==> src/hdl/deq_pkg.sv <==
// ----------------------------------------------------------------------------
// deq_pkg
// shared types and constants for the double-ended queue: operation and status
// codes, controller states, and the controller to datapath command bundle
// ----------------------------------------------------------------------------
package deq_pkg;

   localparam int VALUE_W  = 32;
   localparam int MODE_W   = 3;
   localparam int STATUS_W = 2;
   localparam int REQ_W    = 40;

   typedef enum logic [MODE_W-1:0] {
      MODE_PUSH_FRONT = 3'd0,
      MODE_PUSH_BACK  = 3'd1,
      MODE_POP_FRONT  = 3'd2,
      MODE_POP_BACK   = 3'd3,
      MODE_PEEK_FRONT = 3'd4,
      MODE_PEEK_BACK  = 3'd5
   } mode_type;

   typedef enum logic [STATUS_W-1:0] {
      STATUS_OK    = 2'd0,
      STATUS_EMPTY = 2'd1,
      STATUS_FULL  = 2'd2
   } status_type;

   typedef enum logic [1:0] {
      ADDR_FRONT_PUSH = 2'd0,
      ADDR_BACK_PUSH  = 2'd1,
      ADDR_HEAD       = 2'd2,
      ADDR_TAIL       = 2'd3
   } addr_sel_type;

   typedef enum logic {
      ST_IDLE = 1'b0,
      ST_READ = 1'b1
   } state_type;

   typedef struct packed {
      logic         mem_wr;
      logic         mem_rd;
      addr_sel_type addr_sel;
      logic         head_dec;
      logic         head_inc;
      logic         count_inc;
      logic         count_dec;
      logic         rsp_load;
      logic         rsp_from_mem;
      status_type   rsp_status;
   } cmd_type;

   typedef struct packed {
      logic is_full;
      logic is_zero;
      logic rsp_free;
   } dp_status_type;

endpackage

==> src/hdl/deq_ctrl.sv <==
// ----------------------------------------------------------------------------
// deq_ctrl
// controller: decodes each operation, checks full and empty, and sequences
// the ram read for pops and peeks
// ----------------------------------------------------------------------------
module deq_ctrl
   import deq_pkg::*;
(
   input  logic              clock,
   input  logic              reset,
   input  logic              req_tvalid,
   output logic              req_tready,
   input  logic [MODE_W-1:0] mode,
   input  dp_status_type     dp_status,
   output cmd_type           cmd
);

   state_type state_ff;
   state_type state_in;

   always_ff @(posedge clock) begin
      if (reset) begin
         state_ff <= ST_IDLE;
      end else begin
         state_ff <= state_in;
      end
   end

   always_comb begin
      state_in   = state_ff;
      req_tready = 1'b0;
      cmd        = '0;
      case (state_ff)
         ST_IDLE: begin
            req_tready = dp_status.rsp_free;
            if (req_tvalid && dp_status.rsp_free) begin
               cmd.rsp_load = 1'b1;
               case (mode)
                  MODE_PUSH_FRONT, MODE_PUSH_BACK: begin
                     if (dp_status.is_full) begin
                        cmd.rsp_status = STATUS_FULL;
                     end else begin
                        cmd.mem_wr    = 1'b1;
                        cmd.count_inc = 1'b1;
                        if (mode == MODE_PUSH_FRONT) begin
                           cmd.addr_sel = ADDR_FRONT_PUSH;
                           cmd.head_dec = 1'b1;
                        end else begin
                           cmd.addr_sel = ADDR_BACK_PUSH;
                        end
                     end
                  end
                  MODE_POP_FRONT, MODE_POP_BACK, MODE_PEEK_FRONT, MODE_PEEK_BACK: begin
                     if (dp_status.is_zero) begin
                        cmd.rsp_status = STATUS_EMPTY;
                     end else begin
                        cmd.rsp_load = 1'b0;
                        cmd.mem_rd   = 1'b1;
                        state_in     = ST_READ;
                        if (mode == MODE_POP_FRONT || mode == MODE_PEEK_FRONT) begin
                           cmd.addr_sel = ADDR_HEAD;
                        end else begin
                           cmd.addr_sel = ADDR_TAIL;
                        end
                        cmd.head_inc  = (mode == MODE_POP_FRONT);
                        cmd.count_dec = (mode == MODE_POP_FRONT || mode == MODE_POP_BACK);
                     end
                  end
                  default: begin
                     cmd.rsp_status = STATUS_OK;
                  end
               endcase
            end
         end
         ST_READ: begin
            cmd.rsp_load     = 1'b1;
            cmd.rsp_from_mem = 1'b1;
            cmd.rsp_status   = STATUS_OK;
            state_in         = ST_IDLE;
         end
         default: begin
            state_in = ST_IDLE;
         end
      endcase
   end

endmodule

==> config.mk <==
export PLATFORM = sky130hd
export DESIGN_NAME = deq_ctrl
export DESIGN_NICKNAME = d
export VERILOG_FILES = /design/src/hdl/deq_pkg.sv /design/src/hdl/deq_ctrl.sv
export SDC_FILE = /design/constraint.sdc
export NUM_CORES = 1
export LEC_CHECK = 0
export BUFFER_PORTS_ARGS = -buffer_cell sky130_fd_sc_hd__buf_2
export CORE_AREA = 3 3 40 42
export CTS_CLUSTER_SIZE = 20
export DETAILED_ROUTE_END_ITERATION = 12
export DIE_AREA = 0 0 43 45
export PLACE_DENSITY = 0.54
export REMOVE_ABC_BUFFERS = 1
export SLEW_MARGIN = 40
export SYNTH_ARGS = -nofsm -noshare
export SYNTH_HDL_FRONTEND = slang
export SYNTH_SLANG_ARGS = --single-unit
==> constraint.sdc <==
create_clock -name clock -period 2.15 [get_ports clock]
set_clock_uncertainty 0.1 [all_clocks]
set_input_delay 0.43 -clock clock [delete_from_list [all_inputs] [get_ports clock]]
set_output_delay 0.43 -clock clock [all_outputs]
set_load 0.01 [all_outputs]
== After elaboration in Yosys (flattened, before gate mapping) ==
Cells that the tools add are included.

* Register bits: 1
* Word-level logic and storage cells: 41
* Output and inout bits: 13
* Input port bits: 9

* Muxes and demuxes: 28
* Bitwise logic cells: 1
* Reduce and logical (&&, ||, !) cells: 6
* Eq/ne operators: 5

{| class="wikitable"
|+ Operators with widths
! cell !! number
|-
| $mux 1 || 15
|-
| $pmux 2 s2 || 3
|-
| $mux 2 || 5
|-
| $mux 9 || 1
|-
| $mux 8 || 1
|-
| $eq 3x2->1 const B || 2
|-
| $eq 3x3->1 const B || 2
|-
| $pmux 1 s2 || 2
|-
| $reduce_or 4->1 || 1
|-
| $eq 3x1->1 const B || 1
|-
| $logic_not 3->1 || 1
|-
| $mux 3 || 1
|-
| $logic_or 1x1->1 || 2
|-
| $reduce_or 2->1 || 1
|-
| $logic_and 1x1->1 || 1
|-
| $not 1->1 || 1
|}

== Logic depth before layout (Yosys ltp) ==
Gate-level depths: netlist (run 1).

* Word-level depth: 7
* Gate-level depth with buffers: 5
* Gate-level depth less buffers: 5

== Worst setup path after synthesis (run 1) ==
OpenSTA, ideal clock, no wires.

* Path kind: input port to output port
* Start: in mode[1]
* End: out cmd[6] (netlist bit)
* Path buffers: 0
* Required time: 1.620 ns
* Arrival: 1.495 ns
* Stages on the path: 5
* Slack: 0.125 ns
* Cells stage by stage: inv_1 > ha_1 > nor2b_1 > and2_1 > nor4b_2

{| class="wikitable"
|+ RTL lines
! what !! RTL line !! text
|-
| from (decl) || deq_ctrl.sv:13 || <nowiki>input logic [MODE_W-1:0] mode,</nowiki>
|-
| to (decl) || deq_ctrl.sv:15 || <nowiki>output cmd_type cmd</nowiki>
|}

==> impl_results.md, run 1 <==
- DRC viols: 0
- Initial antenna violation count: 0
- Die area: 1940 um2
- Critical path required time: 1620 ps
- Most flops, register: state_ff
- Flop pwr share: 23.7%
- Hold_buf cts: 0
- HPWL Detailed: 605 um
- Syn_area_per_cell: 8.28 um2
- Synth Register Bits: 1
- Gr usage total: 6.05%
- Buf+Inv Stages, Crit Path: 5
- Pre-CTS WS: -26.1 ps
- Antenna violation net count after detailed routing: 0
- Pin slew with the least headroom to its limit: 295 ps
- Fill cell count: 142
- Top sig layer: met3
- Non-filler cells, final: 70
- ANT cells: 0
- Drt wl/cell: 9.51 um
- Mapped Area: 240 um2
- Area growth from synthesis to layout: 85.9%
- Leakage: 0.255 nW
- Critical setup path kind: input port to primary output
- Initial DRT Pass Iterations: 2
- Most common cell after layout, fill and taps aside: buf_2
- Tmin final: 2040 ps
- Most used DFF post-synth: dfxtp_1
- Clock-pin slew on the worst setup and hold paths: 0 ps
- Synth cell types: 17
- Routed WL: 666 um
- Hold crit path type: input port to flip-flop
- Cell Rows: 13
- Switching share of power: 35.6%
- Top Registers: state_ff: 1 flops
- Core Footprint: 1280 um2
- FMAX: 0.491 GHz
- Psw: 0.0000296 W
- Die span in y: 45 um
- Global-route wire length before repair: 979 um
- RSZ-0062 raised after global routing: false
- Kind of start point of the critical path: input port
- Met3 wire len: 49 um
- Power per Cell Area: 186 nW/um2
- Starting Density: 18.7%
- Most frequent cells in the layout: buf_2 (21), buf_4 (8), and3_1 (3), ha_1 (3)
- Max VDD drop: 0.0592 mV
- Max-cap violations: 0
- Endpoint type of the worst setup path: primary output
- Port bufs: 21
- CP arrival: 1510 ps
- YS warnings: 0
- Placer Congestion: 0.778
- Family with the most delay on the worst path: buffers and inverters
- Int Power: 0.0000534 W
- Inst Count DP: 69
- Combinational power share: 76.3%
- Met2 WL post-DR: 337 um
- Vias in the first global route: 250
- Slowest stage delay, CP: 310 ps
- Max reg flops: 1
- Post-Place Cell Area: 394 um2
- Ys async rst share: 0%
- Status: finished clean
- Max stage delay cell, worst path: ha_1
- Crit path cell chain: buf_2 -> inv_1 -> ha_1 -> nor2b_4 -> buf_4 -> buf_4 -> o21bai_1 -> buf_2
- Post-route setup slack: 114 ps
- EDFF count, synth: 0
- Largest net degree at the start of global routing: 6
- Iteration-0 DRC Markers: 2
- Endpoints failing setup: 0
- Congestion Overflow GR: 0
- Hold Vio Cnt, Final: 0
- Ports: 22
- Slew Viols, Final: 0
- Post-route cell area: 447 um2
- Cells after synthesis: 29
- Setup tns final: 0 ps
- Routed vias: 301
- Layout cells sized above 1: 67.3%
- Pwr Total: 0.0000830 W
- Chip width: 43 um
- Critical Path Fanout Max: 3
- Register area share after synthesis: 8.33%
- Worst skew pair latency: 0 ps
- Final worst-path cycle share: 94.7%
- Final nets: 69
- M1 WL: 279 um
- Vias per inst: 4.30
- Max_slew headroom: 80.1%
- Clock power frac: 0%
[final cells by class]
class / count / area [um2] / area share (%)
inverters: 2 / 7.51 / 1.68
multi-input cells: 23 / 235 / 52.7
well taps: 15 / 18.8 / 4.20
repair buffers: 29 / 165 / 37.0
flip-flops and latches: 1 / 20.0 / 4.48
[metal layers]
layer / GRT usage, % / vias up
li1: - / 155
met1: 7.14 / 136
met2: 12.9 / 10
met3: 0 / 0
met4: 0 / 0
met5: 0 / -
[cell families (layout without fill, tap and decap cells)]
family	Yosys count	after routing	share of synthesized area [%]
AND/OR/NAND/NOR	17	17	54.2
buffers and inverters	5	31	12.5
flip-flops	1	1	8.33
AO/OA/AOI/OAI	3	3	9.37
adder cells (fa/ha/maj)	3	3	15.6
[final timing paths]
check	depth (start not counted)	end	slack [ps]	from
setup / recovery	8	cmd[3]	110	mode[1]
hold / removal	2	state_ff	490	reset
setup reg to reg	4	state_ff	960	state_ff
hold reg to reg	4	state_ff	890	state_ff
[worst reg2reg max path, stage by stage (launching register included)]
cell and delay [ps]:
dfxtp_1 350, and3b_1 230, and2_1 150, buf_4 130
nor2b_1 110
[metrics by stage]
stage | utilization, % | hold slack (ps)
after detailed placement | 30.7 | 488
after floorplan | - | 402
after global routing | 34.8 | 492
final | 34.8 | 487
after global placement | 30.7 | 486
after CTS | 30.7 | 488
[cell usage after synthesis, drive strengths merged (2+ instances only)]
master	number	area (um2)
buf	3	22.5
nor2b	4	25.0
ha	3	37.5
nor4b	2	30.0
inv	2	7.51
and2	2	12.5
and3	3	18.8
[power by group through the flow]
stage / sequential (W) / combinational (W) / clock [W]
4_1_cts: 0.0000197 / 0.0000521 / 0
3_5_place_dp: 0.0000197 / 0.0000520 / 0
2_1_floorplan: 0.0000198 / 0.0000199 / 0
5_1_grt: 0.0000198 / 0.0000696 / 0
6_report: 0.0000197 / 0.0000633 / 0
3_3_place_gp: 0.0000197 / 0.0000510 / 0
[timing repair]
action                     4_1_cts  5_1_grt
resized for setup                0       10
pin swaps                        1        2
setup endpoints to repair        1        3
buffers inserted                 0        1
(Power assumes the default switching activity.)
==> inputs of run 2 (changes only) <==
--- a/config.mk
+++ b/config.mk
@@ -11,7 +11,6 @@
 export DETAILED_ROUTE_END_ITERATION = 12
 export DIE_AREA = 0 0 43 45
 export PLACE_DENSITY = 0.54
-export REMOVE_ABC_BUFFERS = 1
 export SLEW_MARGIN = 40
 export SYNTH_ARGS = -nofsm -noshare
 export SYNTH_HDL_FRONTEND = slang
==> run 2 against run 1 <==
Routed wire length fell by 7.1%. Highest routed layer unchanged. Fmax barely moved. Cell count fell by 5.7%. Register-to-register slack barely moved. Combinational power fell by 18%. First-iteration DRC count fell by 100%. Global-route usage fell by 0.49 points. Die area did not move. Flip-flop and latch count did not move. Via count fell by 6.3%. Sequential power barely moved. Worst setup slack got worse by 1.3 ps.
==> impl_results.md, run 2 (synthesis results as in run 1) <==
- Status: finished clean
- Hold Vio Cnt, Final: 0
- Slowest stage delay, CP: 300 ps
- Max VDD drop: 0.0520 mV
- Max_slew headroom: 82.7%
- Max reg flops: 1
- Power per Cell Area: 183 nW/um2
- DRC viols: 0
- Routed vias: 282
- Routed WL: 619 um
- Endpoint type of the worst setup path: primary output
- CP arrival: 1510 ps
- Leakage: 0.228 nW
- Hold depth: 2
- Vias in the first global route: 221
- Multi-input gate area: 210 um2
- Crit path cell chain: buf_2 -> inv_1 -> ha_1 -> nor2b_4 -> and2_1 -> nor4b_2 -> buf_2
- Pin slew with the least headroom to its limit: 259 ps
- Worst r2r src: state_ff
- Core Util, Final: 30.5%
- Die area: 1940 um2
- Antenna violation net count after detailed routing: 0
- Register area: 20.0 um2
- R2r endpoint: state_ff
- Kind of start point of the critical path: input port
- Post-route setup slack: 112 ps
- HPWL Detailed: 543 um
- Critical Path Fanout Max: 3
- Congestion Overflow GR: 0
- Area growth from synthesis to layout: 63.0%
- Gr usage total: 5.56%
- Hold_buf cts: 0
- Most common cell after layout, fill and taps aside: buf_2
- Tmin final: 2040 ps
- Layout cells sized above 1: 58.8%
- Cell Rows: 13
- RSZ-0062 raised after global routing: true
- Pre-CTS WS: 1.28 ps
- R2R Setup Slk: 950 ps
- Starting Density: 18.7%
- Vias per inst: 4.27
- ANT cells: 0
- FMAX: 0.491 GHz
- Post-Syn Nets: 41
- Slew Viols, Final: 0
- Critical path required time: 1620 ps
- Drt wl/cell: 9.38 um
- Post-CTS setup buffers: 0
- Hold_sp: reset
- Clock-pin slew on the worst setup and hold paths: 0 ps
- Die span in y: 45 um
- Initial DRT Pass Iterations: 1
- Final nets: 65
- Core Footprint: 1280 um2
- Global-route wire length before repair: 890 um
- Fill cell count: 136
- Most flops, register: state_ff
- Top Registers: state_ff: 1 flops
- Hold crit path type: input port to flip-flop
- Most frequent cells in the layout: buf_2 (21), buf_4 (4), and3_1 (3), ha_1 (3)
- Buf+Inv Stages, Crit Path: 3
- Final worst-path cycle share: 94.8%
- Chip width: 43 um
- Pwr Total: 0.0000717 W
- Endpoints failing setup: 0
- Largest net degree at the start of global routing: 7
- Max-cap violations: 0
- Worst skew pair latency: 0 ps
- Max stage delay cell, worst path: ha_1
- Iteration-0 DRC Markers: 0
- Ports: 22
- Critical setup path kind: input port to primary output
- Family with the most delay on the worst path: simple AND/OR/NAND/NOR gates
- Most used cell, CP: buf_2
- Hold path endpoint: state_ff
- Cell depth of the worst flop-to-flop path: 4
- Port bufs: 21
- Initial antenna violation count: 0
- Placer Congestion: 0.653
==> run 2: changes by cell type in the layout (fill, tap and decap cells not counted), sizes merged <==
cell  before  now
buf       29   25
==> run 2: what timing repair did <==
| action | CTS | global route |
|---|---|---|
| setup endpoints to repair | 1 | 3 |
| pin swaps | 1 | 1 |
| resized for setup | 0 | 5 |
==> run 2: area by class of cell <==
type,instances,area share [%]
Multi-Input combinational cell,23,53.7
Tap cell,15,4.79
Sequential cell,1,5.11
Timing Repair Buffer,25,34.5
Inverter,2,1.92
==> run 2: power breakdown <==
| group | switching [W] | total, W | internal [W] |
|---|---|---|---|
| Sequential | 0.000000369 | 0.0000197 | 0.0000193 |
| Combinational | 0.0000251 | 0.0000521 | 0.0000270 |
| Clock | 0 | 0 | 0 |
==> run 2: worst max-delay path by stage <==
stage,startpoint,to,slack [ps],depth (start not counted)
after floorplan,mode[1],cmd[6],120,5
after global placement,mode[1],cmd[8],-9,7
after detailed placement,mode[1],cmd[8],1,7
after CTS,mode[1],cmd[6],40,7
after global routing,mode[1],cmd[6],-0.9,7
final,mode[1],cmd[6],110,7
==> run 2: stage by stage <==
step | hold slack (ps) | instance area [um2] | instances | setup TNS [ps]
detailed placement | 489 | 372 | 66 | 0
global route | 506 | 392 | 66 | -0.860
global placement | 490 | 372 | 66 | -9.29
finish | 489 | 392 | 66 | 0
CTS | 491 | 372 | 66 | 0
floorplan | 402 | 240 | 29 | 0
==> run 2: routing by layer <==
| layer | up-vias | track usage (%) | routed length, um |
|---|---|---|---|
| met3 | 0 | 1.59 | 86 |
| li1 | 149 | - | - |
| met5 | - | 0 | 0 |
| met2 | 14 | 9.58 | 242 |
| met4 | 0 | 0 | 0 |
| met1 | 119 | 7.40 | 291 |
